**config.mk**
```make
export PLATFORM = sky130hd
export DESIGN_NAME = dmx_slot_receiver_with_hysteresis
export DESIGN_NICKNAME = d
export VERILOG_FILES = /design/src/design/dmxr_pkg.sv /design/src/design/dmxr_frame.sv /design/src/design/dmx_slot_receiver_with_hysteresis.sv
export SDC_FILE = /design/constraint.sdc
export NUM_CORES = 1
export LEC_CHECK = 0
export BUFFER_PORTS_ARGS = -buffer_cell sky130_fd_sc_hd__buf_2
export CAP_MARGIN = 20
export CORE_MARGIN = 2
export CORE_UTILIZATION = 48
export CTS_BUF_LIST = sky130_fd_sc_hd__clkbuf_4
export DETAILED_ROUTE_END_ITERATION = 8
export PLACE_DENSITY = 0.74
export SLEW_MARGIN = 30
export SYNTH_ARGS = -nofsm -noshare
export SYNTH_HDL_FRONTEND = slang
export SYNTH_HIERARCHICAL = 1
export SYNTH_SLANG_ARGS = --single-unit
```
**constraint.sdc**
```tcl
create_clock -name clk -period 3.4 [get_ports clk]
set_input_delay 0 -clock clk [delete_from_list [all_inputs] [get_ports clk]]
set_output_delay 0 -clock clk [all_outputs]
set_load 0.01 [all_outputs]
```
**src/design/dmxr_pkg.sv**
```systemverilog
`timescale 1ns / 1ps
`default_nettype none

package dmxr_pkg;

	// Line samples per 4 us DMX bit.
	localparam int DEFAULT_SAMPLES_PER_BIT = 4;

	localparam int TICK_W  = 10;
	localparam int FRAME_W = 10;
	localparam int BIT_W   = 4;
	localparam int DATA_W  = 8;
	localparam int CFG_W   = 10;
	localparam int IDX_W   = 3;

	localparam logic [TICK_W-1:0] CNT_MAX = '1;

	// Register indexes on the configuration port.
	localparam logic [IDX_W-1:0] REG_CHANNEL   = 3'd0;
	localparam logic [IDX_W-1:0] REG_ON_THRESH = 3'd1;
	localparam logic [IDX_W-1:0] REG_OFF_LEVEL = 3'd2;
	localparam logic [IDX_W-1:0] REG_BREAK_MIN = 3'd3;
	localparam logic [IDX_W-1:0] REG_MAB_MIN   = 3'd4;

	// Register reset values.
	localparam logic [9:0] RST_CHANNEL   = 10'd53;
	localparam logic [7:0] RST_ON_THRESH = 8'd100;
	localparam logic [7:0] RST_OFF_LEVEL = 8'd0;
	localparam logic [9:0] RST_BREAK_MIN = 10'd88;
	localparam logic [7:0] RST_MAB_MIN   = 8'd8;

	typedef enum logic [2:0] {
		PH_IDLE  = 3'd0,
		PH_BREAK = 3'd1,
		PH_MAB   = 3'd2,
		PH_FRAME = 3'd3,
		PH_HUNT  = 3'd4
	} dmxr_phase_t;

	// A completed capture of the selected slot.
	typedef struct packed {
		logic              valid;
		logic [DATA_W-1:0] data;
	} dmxr_cap_t;

	// Saturating increment for tick and frame counters.
	function automatic logic [TICK_W-1:0] sat_inc(input logic [TICK_W-1:0] v);
		sat_inc = (v == CNT_MAX) ? v : v + 10'd1;
	endfunction

endpackage

`default_nettype wire

```
**src/design/dmxr_frame.sv**
```systemverilog
`timescale 1ns / 1ps
`default_nettype none

module dmxr_frame #(
	parameter int SAMPLES_PER_BIT = dmxr_pkg::DEFAULT_SAMPLES_PER_BIT
) (
	input  wire logic                         clk,
	input  wire logic                         arst_n,
	input  wire logic                         step,
	input  wire logic                         level,
	input  wire logic [dmxr_pkg::CFG_W-1:0]   channel,
	input  wire logic [dmxr_pkg::CFG_W-1:0]   break_min,
	input  wire logic [dmxr_pkg::DATA_W-1:0]  mab_min,
	output dmxr_pkg::dmxr_cap_t               cap
);
	import dmxr_pkg::*;

	localparam int StopTicks = 9 * SAMPLES_PER_BIT + SAMPLES_PER_BIT / 2;

	dmxr_phase_t         phase_q, phase_d;
	logic [TICK_W-1:0]   tick_q, tick_d;
	logic [BIT_W-1:0]    bit_q, bit_d;
	logic [FRAME_W-1:0]  frame_q, frame_d;
	logic [DATA_W-1:0]   shift_q, shift_d;
	logic [TICK_W-1:0]   tick_inc;
	logic [TICK_W-1:0]   sample_at;
	logic [DATA_W-1:0]   shift_in;

	assign tick_inc  = sat_inc(tick_q);
	assign shift_in  = {level, shift_q[DATA_W-1:1]};
	// Middle of data bit bit_q, counted from the falling edge of the start bit.
	assign sample_at = TICK_W'((int'(bit_q) + 1) * SAMPLES_PER_BIT + SAMPLES_PER_BIT / 2);

	// Phase register and counters advance once per accepted line sample.
	always_ff @(posedge clk or negedge arst_n) begin
		if (!arst_n) begin
			phase_q <= PH_IDLE;
			tick_q  <= '0;
			bit_q   <= '0;
			frame_q <= '0;
			shift_q <= '0;
		end else if (step) begin
			phase_q <= phase_d;
			tick_q  <= tick_d;
			bit_q   <= bit_d;
			frame_q <= frame_d;
			shift_q <= shift_d;
		end
	end

	// Break, mark-after-break and character framing.
	always_comb begin
		phase_d   = phase_q;
		tick_d    = tick_q;
		bit_d     = bit_q;
		frame_d   = frame_q;
		shift_d   = shift_q;
		cap.valid = 1'b0;
		cap.data  = shift_in;
		unique case (phase_q)
			PH_BREAK: begin
				if (!level) begin
					tick_d = tick_inc;
				end else if (tick_q >= break_min) begin
					phase_d = PH_MAB;
					tick_d  = 10'd1;
				end else begin
					phase_d = PH_IDLE;
					tick_d  = '0;
				end
			end
			PH_MAB: begin
				if (level) begin
					tick_d = tick_inc;
				end else if (tick_q >= {2'b00, mab_min}) begin
					frame_d = '0;
					phase_d = PH_FRAME;
					tick_d  = '0;
					bit_d   = '0;
				end else begin
					phase_d = PH_IDLE;
					tick_d  = '0;
				end
			end
			PH_FRAME: begin
				tick_d = tick_inc;
				if (bit_q < 4'd8) begin
					if (tick_inc == sample_at) begin
						shift_d = shift_in;
						bit_d   = bit_q + 4'd1;
						if (bit_q == 4'd7 && frame_q == channel) begin
							cap.valid = 1'b1;
							phase_d   = PH_IDLE;
							tick_d    = '0;
							bit_d     = '0;
						end
					end
				end else if (tick_inc >= TICK_W'(StopTicks)) begin
					phase_d = PH_HUNT;
					tick_d  = '0;
					bit_d   = '0;
				end
			end
			PH_HUNT: begin
				if (!level) begin
					frame_d = sat_inc(frame_q);
					phase_d = PH_FRAME;
					tick_d  = '0;
					bit_d   = '0;
				end
			end
			default: begin
				if (!level) begin
					phase_d = PH_BREAK;
					tick_d  = 10'd1;
				end else begin
					phase_d = PH_IDLE;
					tick_d  = '0;
				end
			end
		endcase
	end

	// The bit index only runs inside a character.
	a_bit_idle: assert property (@(posedge clk) disable iff (!arst_n)
		(phase_q != PH_FRAME) |-> (bit_q == '0))
		else $error("bit index nonzero outside a character");

	// Idle always holds a cleared tick count.
	a_idle_tick: assert property (@(posedge clk) disable iff (!arst_n)
		(phase_q == PH_IDLE) |-> (tick_q == '0))
		else $error("tick count nonzero in idle");

	// A capture ends the packet and returns to idle.
	a_cap_idle: assert property (@(posedge clk) disable iff (!arst_n)
		(step && cap.valid) |=> (phase_q == PH_IDLE))
		else $error("capture did not return to idle");

endmodule

`default_nettype wire

```
**src/design/dmx_slot_receiver_with_hysteresis.sv**
```systemverilog
`timescale 1ns / 1ps
`default_nettype none

// Single-slot DMX512 receiver with a hysteresis lamp output.
// The input channel carries one line sample per request (line_level, 1 is
// mark), at SAMPLES_PER_BIT samples per 4 us bit. Every accepted sample
// produces exactly one request on the output channel carrying lamp_on,
// slot_value and value_valid, the latter high only for the sample that
// completes the eighth data bit of the selected slot.
// The state update and the result are registered at the edge that accepts
// the sample. Throughput is one sample per cycle while the output is taken;
// the single result register lets a new sample in at the same edge that
// the waiting result is taken.
// When the output stalls, in_ready drops and the result holds until taken.
// The configuration port writes register cfg_index (0 to 4) on any edge with cfg_we high;
// write only while no result is pending.
// Reset puts the framer in idle, clears the captured value, turns the lamp
// off, loads the register defaults (slot 53, on above 100, off at or below
// 0, break 88 samples, mark-after-break 8 samples) and empties the output.
module dmx_slot_receiver_with_hysteresis #(
	parameter int SAMPLES_PER_BIT = dmxr_pkg::DEFAULT_SAMPLES_PER_BIT
) (
	input  wire logic                         clk,
	input  wire logic                         arst_n,
	input  wire logic                         in_valid,
	output logic                              in_ready,
	input  wire logic                         line_level,
	output logic                              out_valid,
	input  wire logic                         out_ready,
	output logic                              lamp_on,
	output logic [dmxr_pkg::DATA_W-1:0]       slot_value,
	output logic                              value_valid,
	input  wire logic                         cfg_we,
	input  wire logic [dmxr_pkg::IDX_W-1:0]   cfg_index,
	input  wire logic [dmxr_pkg::CFG_W-1:0]   cfg_data
);
	import dmxr_pkg::*;

	logic [CFG_W-1:0]  channel_q;
	logic [DATA_W-1:0] on_thresh_q;
	logic [DATA_W-1:0] off_level_q;
	logic [CFG_W-1:0]  break_min_q;
	logic [DATA_W-1:0] mab_min_q;
	logic              out_valid_q;
	logic              lamp_q;
	logic [DATA_W-1:0] value_q;
	logic              vvalid_q;
	logic              step;
	dmxr_cap_t         cap;

	assign in_ready    = !out_valid_q || out_ready;
	assign step        = in_valid && in_ready;
	assign out_valid   = out_valid_q;
	assign lamp_on     = lamp_q;
	assign slot_value  = value_q;
	assign value_valid = vvalid_q;

	// Configuration registers.
	always_ff @(posedge clk or negedge arst_n) begin
		if (!arst_n) begin
			channel_q   <= RST_CHANNEL;
			on_thresh_q <= RST_ON_THRESH;
			off_level_q <= RST_OFF_LEVEL;
			break_min_q <= RST_BREAK_MIN;
			mab_min_q   <= RST_MAB_MIN;
		end else if (cfg_we) begin
			unique case (cfg_index)
				REG_CHANNEL:   channel_q   <= cfg_data;
				REG_ON_THRESH: on_thresh_q <= cfg_data[DATA_W-1:0];
				REG_OFF_LEVEL: off_level_q <= cfg_data[DATA_W-1:0];
				REG_BREAK_MIN: break_min_q <= cfg_data;
				REG_MAB_MIN:   mab_min_q   <= cfg_data[DATA_W-1:0];
				default: ;
			endcase
		end
	end

	dmxr_frame #(
		.SAMPLES_PER_BIT(SAMPLES_PER_BIT)
	) u_frame (
		.clk       (clk),
		.arst_n    (arst_n),
		.step      (step),
		.level     (line_level),
		.channel   (channel_q),
		.break_min (break_min_q),
		.mab_min   (mab_min_q),
		.cap       (cap)
	);

	// Result register: captured value and lamp state double as the output.
	always_ff @(posedge clk or negedge arst_n) begin
		if (!arst_n) begin
			out_valid_q <= 1'b0;
			lamp_q      <= 1'b0;
			value_q     <= '0;
			vvalid_q    <= 1'b0;
		end else if (step) begin
			out_valid_q <= 1'b1;
			vvalid_q    <= cap.valid;
			if (cap.valid) begin
				value_q <= cap.data;
				// The on test wins when the two thresholds overlap.
				if (cap.data > on_thresh_q) begin
					lamp_q <= 1'b1;
				end else if (cap.data <= off_level_q) begin
					lamp_q <= 1'b0;
				end
			end
		end else if (out_ready) begin
			out_valid_q <= 1'b0;
		end
	end

	// An accepted capture is presented on the next cycle.
	a_cap_out: assert property (@(posedge clk) disable iff (!arst_n)
		(step && cap.valid) |=> (out_valid && value_valid))
		else $error("capture not presented");

	// Captured state only changes with an accepted sample.
	a_hold: assert property (@(posedge clk) disable iff (!arst_n)
		!step |=> ($stable(lamp_on) && $stable(slot_value)))
		else $error("state changed without a sample");

	// The lamp switches on only through a capture.
	a_lamp_rise: assert property (@(posedge clk) disable iff (!arst_n)
		$rose(lamp_on) |-> $past(step && cap.valid))
		else $error("lamp rose without a capture");

endmodule

`default_nettype wire
```
After elaboration in Yosys (flattened, before gate mapping). Index checks and enable logic that the tools add are counted. Widths: inputs -> output; s select.

Bits in registers: 90. Bits of input ports: 19. Output and inout port bits: 12. Word-level logic and storage cells: 110.

Magnitude comparators: 6. $add $sub $neg: 5. Muxes and demuxes: 43. Eq/ne operators: 21. Reduce and logical (&&, ||, !) cells: 21.

Operator list (number): $mux 10 (12); $pmux 10 s4 (1); $mux 4 (7); $mux 3 (7); $add 10x1->10 const B (2); $eq 10x10->1 (2); $eq 10x10->1 const B (2); $pmux 10 s2 (1); $reduce_and 2->1 (7); $reduce_and 7->1 (2); $eq 3x2->1 const B (4); $pmux 3 s4 (1); $pmux 4 s3 (1); $mux 1 (11); $add 10x3->10 const B (1); $ge 10x10->1 (1); $ge 10x6->1 const B (1); $ge 10x8->1 (1); $gt 8x8->1 (1); $le 8x8->1 (1); $ne 2x2->1 const B (4); $eq 3x1->1 const B (2); $eq 3x3->1 const B (2); $ne 3x3->1 const B (2); other kinds (16) (20).

Depth between registers and ports, before layout.
Word-level depth: 7. Gate-level depth with buffers: 13. Mapped depth without buffers: 10.

Cells and area by module. Netlist, hierarchy kept.

Modules (own cells, without submodules): dmxr_frame (instances 1, area an instance 2891.5 um^2, cells an instance 346, sequential area each 850.8 um^2); dmx_slot_receiver_with_hysteresis (instances 1, area an instance 2516.2 um^2, cells an instance 193, sequential area each 1390.1 um^2).

Least setup slack after synthesis. No wires, ideal clock.

Path type: flip-flop to flip-flop. From: register u_frame.tick_q[1]. To: register lamp_q (netlist: lamp_on). Setup time: 0.136 ns. Data required time: 3.264 ns. Data arrival time: 2.740 ns. Slack: 0.524 ns. Cell stages (with the launch flop): 14. Clock period less this slack: 2.876 ns. Path buffers: 3. Cells stage by stage: dfrtp_1 ha_1 buf_6 and3_4 buf_6 nand3_1 nor4b_1 a41oi_2 nand3b_1 nor4_1 nand2_4 buf_6 o31ai_2 o32ai_1.

RTL lines: start, declared (line dmxr_frame.sv:21) `logic [TICK_W-1:0] tick_q, tick_d;`; start signal, assigned (line dmxr_frame.sv:44) `tick_q <= tick_d;`; end signal, assigned (line dmx_slot_receiver_with_hysteresis.sv:95) `lamp_q <= 1'b0;`; end signal, assigned (line dmx_slot_receiver_with_hysteresis.sv:105) `lamp_q <= 1'b1;`; end signal, assigned (line dmx_slot_receiver_with_hysteresis.sv:107) `lamp_q <= 1'b0;`; end, declared (line dmx_slot_receiver_with_hysteresis.sv:45) `logic lamp_q;`.

Worst setup path in the final report.
From: register u_frame.tick_q[0]. To: register u_frame.tick_q[0].

Longest elaborated chain between the ends: 6. Elaborated cells between the ends (all ways): 14. Those cells by class: add/sub (1); order compare (2); eq/ne (2); mux (9).

Ends and longest elaborated chain: $add 10x1->10 / $eq 10x10->1 (equally long branches) (line dmxr_pkg.sv:48) `sat_inc = (v == CNT_MAX) ? v : v + 10'd1;`; $mux 10 (line dmxr_pkg.sv:48); $ge 10x6->1 (tied with other cells) (line dmxr_frame.sv:98) `end else if (tick_inc >= TICK_W'(StopTicks)) begin`; $mux 10 (on tied branches) (line dmxr_frame.sv:98, dmxr_frame.sv:88); $mux 10 (line dmxr_frame.sv:87) `if (bit_q < 4'd8) begin`; $pmux 10 s4 * (line dmxr_frame.sv:60) `unique case (phase_q)`.

Mark *: on every way between the ends. The rest lies on a longest branch, timed or not. A chain may end at the register's enable or synchronous reset.

==> results.md <==
- Status: finished, final reports clean
- Detailed Route WL: 12600 um
- Top sig layer: met4
- Seq/Total Area, Yosys: 41.4%
- R2R Setup Slk: 0.39 ns
- CP startpoint kind: register
- Core area: ~11000 um^2
- Max IR drop VDD: 353 uV
- Largest family of logic cells by synthesized area: simple AND/OR/NAND/NOR gates
- Synth warnings: 6
- Synth Net Count: 595
- Pre-Repair DR Iteration Count: 8
- Setup Fix Bufs, Post-CTS: 0
- Final hold violations: 0
- HP Class: primary input to register
- Residual DRC count: 0
- Main flop type after synthesis: dfrtp_1
- Clock-pin slew of the registers on the worst-case setup and hold paths: approximately 0.15 ns
- Post-synthesis adder-cell area fraction: under 10%
- Worst-Margin Slew: 0.849 ns
- CTS max path bufs: 2
- Crit Reg-Reg Endpoint: u_frame/tick_q[0]
- XOR/XNOR Fraction of Synth Area: 4.30%
- WHS: between 0.02 and 0.03 ns
- Synth Area in Compound Gates: 12.7%
- Worst skew pair latency: 0.44 ns
- Syn_area_per_cell: around 10 um^2
- Largest net degree at the start of global routing: 59
- CP max FO: 14
- Nets: around 640
- CP Class: register to register
- Post-synthesis mux area share: 9.83%
- Met1 Routed Length: 5560 um
- Final ANT Viol Nets: 0
- Root buffer cell: clkbuf_4
- Fin. max-slew vios: 0
- Worst r2r path cells: 9
- Yosys reg bits: a little under 90
- P_int: between 1.5 and 2 mW
- Via count: about 4.2k
- Fill cells: approximately 950
- FP Rows: 38
- CTS tree: yes
- Most common cell after layout, fill and taps aside: dfrtp_1
- FF-to-FF Start: u_frame/tick_q[0]
- First-pass GRT wire length: about 21000 um
- Simple-Gate Fraction of Synth Area: 17.6%
- Post-DP Area: 5710 um^2
- Min-delay src: line_level
- GRT overflow: 0
- Horiz. Die Dim: 110 um
- Top-Level Pins: 31
- Commonest cells after routing, fill and taps aside: 78 x dfrtp_1, 44 x nand2_1, 43 x inv_1, 37 x ha_1
- PortBufs: 30
- Fmax: 0.332 GHz
- H-Tree Depth: 3
- Post-synth EDFFs: 0
- Sink Count: 89
- Routed wl met2: roughly 6200 um
- Register share of total power: 52.6%
- Cell total after placement: between 600 and 700
- Slowest cell delay on critical path: 0.40 ns
- End point of the worst hold path: slot_value[7]
- Mapped Cells: about 540
- Switching power: 0.755 mW
- Global Route Usage Sum: 22.6%
- Fin crit share: 88.6%
- Vias per cell: just under 6
- MaxCap Viol Count: 0
- Crit-path cells: ha_1 > nand3_1 > o31a_1 > o21a_1 > nor4_1 > nor4b_1 > or4b_4 > o21ai_1 > a211o_1
- Crit. End Element: register
- Final setup fails: 0
- RSZ-0062 raised after global routing: false
- Layout area overhead: 10.7%
- Number of buffers created by CTS: 9
- Crit path max-delay cell type: o31a_1
- Switch share: 31.0%
- Detail Placement HPWL: 9400 um
- Final setup TNS: 0 ns
- Routed WL per cell: 17.3 um
- Worst EP arrival: 3.35 ns
- Async S/R FF share, synth: 100%
- Die ar.: 12100 um^2
- Max Clock Skew: 0.0135 ns
- Height of the die: about 110 um
- Initial antenna violation count: 0
- Synth Cell Area: 5410 um^2
- Drt initial violations: 285
- Comb pwr share: 21.1%
- Cell Pwr Density: 407 nW/um^2
- Inserted Diodes: 0
- Starting Density: 49.5%
- Leak Pwr: 2.82 nW
- Fin crit period: 3.01 ns
- Finished Layout Cells: 728
- Worst EP required: 3.74 ns
- Hold path depth: 2
- Post-route cell area: around 6000 um^2
- Vias in the first global route: 4332
- Met3 WL post-DR: around 590 um
- Slew HR: 43.0%
- Clock network power share: a little over a quarter
- Gpl congestion: 0.920
- Share of cells above drive strength 1: 21.1%
- Synth cell types: 72
flip-flops by register name, indices dropped and copies added (netlist names), 3 cells and up:
register,cells
on_thresh_q,8
off_level_q,8
break_min_q,10
mab_min_q,8
u_frame/phase_q,3
u_frame/frame_q,10
u_frame/tick_q,10
u_frame/shift_q,7
channel_q,10
u_frame/bit_q,4
slot_value,8
synth_stat cells (all sizes together) (3+ instances only):
master / n / area [um^2]
dfrtp: 78 / 1950
mux2: 45 / 522
nand2: 45 / 176
inv: 43 / 161
ha: 37 / 463
o21ai: 36 / 180
nor2: 33 / 124
a21oi: 23 / 115
nand3: 20 / 110
xor2: 18 / 158
buf: 13 / 100
clkbuf: 11 / 41.3
dfstp: 11 / 289
nor3: 11 / 66.3
nand4: 10 / 62.6
a211oi: 6 / 45.0
and3: 6 / 42.5
nand3b: 6 / 45.0
xnor2: 6 / 52.6
and4: 5 / 43.8
nor4: 5 / 31.3
nor4b: 5 / 50.0
a21o: 4 / 30.0
a31oi: 4 / 25.0
nand2b: 4 / 32.5
nor2b: 4 / 25.0
o211ai: 4 / 30.0
o21a: 4 / 30.0
a211o: 3 / 26.3
and2: 3 / 21.3
o31ai: 3 / 27.5
or3: 3 / 18.8
critical path, delay by kind of cell, from the launching register on:
family,cells,cell delay (ns)
and+or+nand+nor,4,1.19
adders and majority gates,1,0.34
DFF,1,0.39
AOI/OAI and AO/OA,4,1.01
cell type report:
cell class                      count  area, um^2  share of cell area [%]
Clock buffer                       10        75.1                    1.25
Clock inverter                      6        73.8                    1.23
Inverter                           43         161                    2.70
Multi-Input combinational cell    383        2870                    48.0
Sequential cell                    89        2240                    37.4
Tap cell                          140         175                    2.93
Timing Repair Buffer               57         388                    6.48
worst max path at each step:
stage / from / end / slack (ns)
after floorplan: u_frame/tick_q[1] / lamp_on / 0.52
after global placement: u_frame/tick_q[0] / lamp_on / 0.51
after detailed placement: u_frame/bit_q[0] / u_frame/tick_q[0] / 0.45
after CTS: u_frame/bit_q[0] / u_frame/tick_q[0] / 0.41
after global routing: u_frame/bit_q[0] / lamp_on / 0.08
final: u_frame/tick_q[0] / u_frame/tick_q[0] / 0.39
timing repair:
action | CTS | global route
hold endpoints to repair | 99 | 0
hold buffers | 13 | 0
resized for setup | 0 | 1
endpoints found under the setup margin | 0 | 1
per-stage QoR:
| stage | utilization [%] | setup slack (ns) | power, mW |
|---|---|---|---|
| finish | 54.8 | 0.388 | 2.44 |
| global route | 54.8 | 0.0767 | 2.58 |
| CTS | 54.7 | 0.407 | 2.45 |
| detailed placement | 52.2 | 0.446 | 1.80 |
| global placement | 52.1 | 0.511 | 1.76 |
| floorplan | - | 0.524 | 1.64 |
metal layers:
layer,GRT usage (%),up-vias
met5,0,-
met4,7.50,0
met3,3.70,21
met2,38.0,115
met1,29.7,2062
li1,-,2013
cells by family after synthesis:
group | Yosys count
compound gates | 106
xor+xnor | 25
fa+ha+maj | 37
buf+inv | 67
flops | 89
mux | 46
simple gates | 169
power groups by stage:
stage / combinational, mW / clock, mW / sequential (mW)
global route: 0.579 / 0.707 / 1.30
floorplan: 0.362 / 0 / 1.27
finish: 0.515 / 0.642 / 1.28
detailed placement: 0.496 / 0 / 1.30
global placement: 0.467 / 0 / 1.30
CTS: 0.513 / 0.654 / 1.28
No activity file was read; power rests on OpenSTA's default activity.
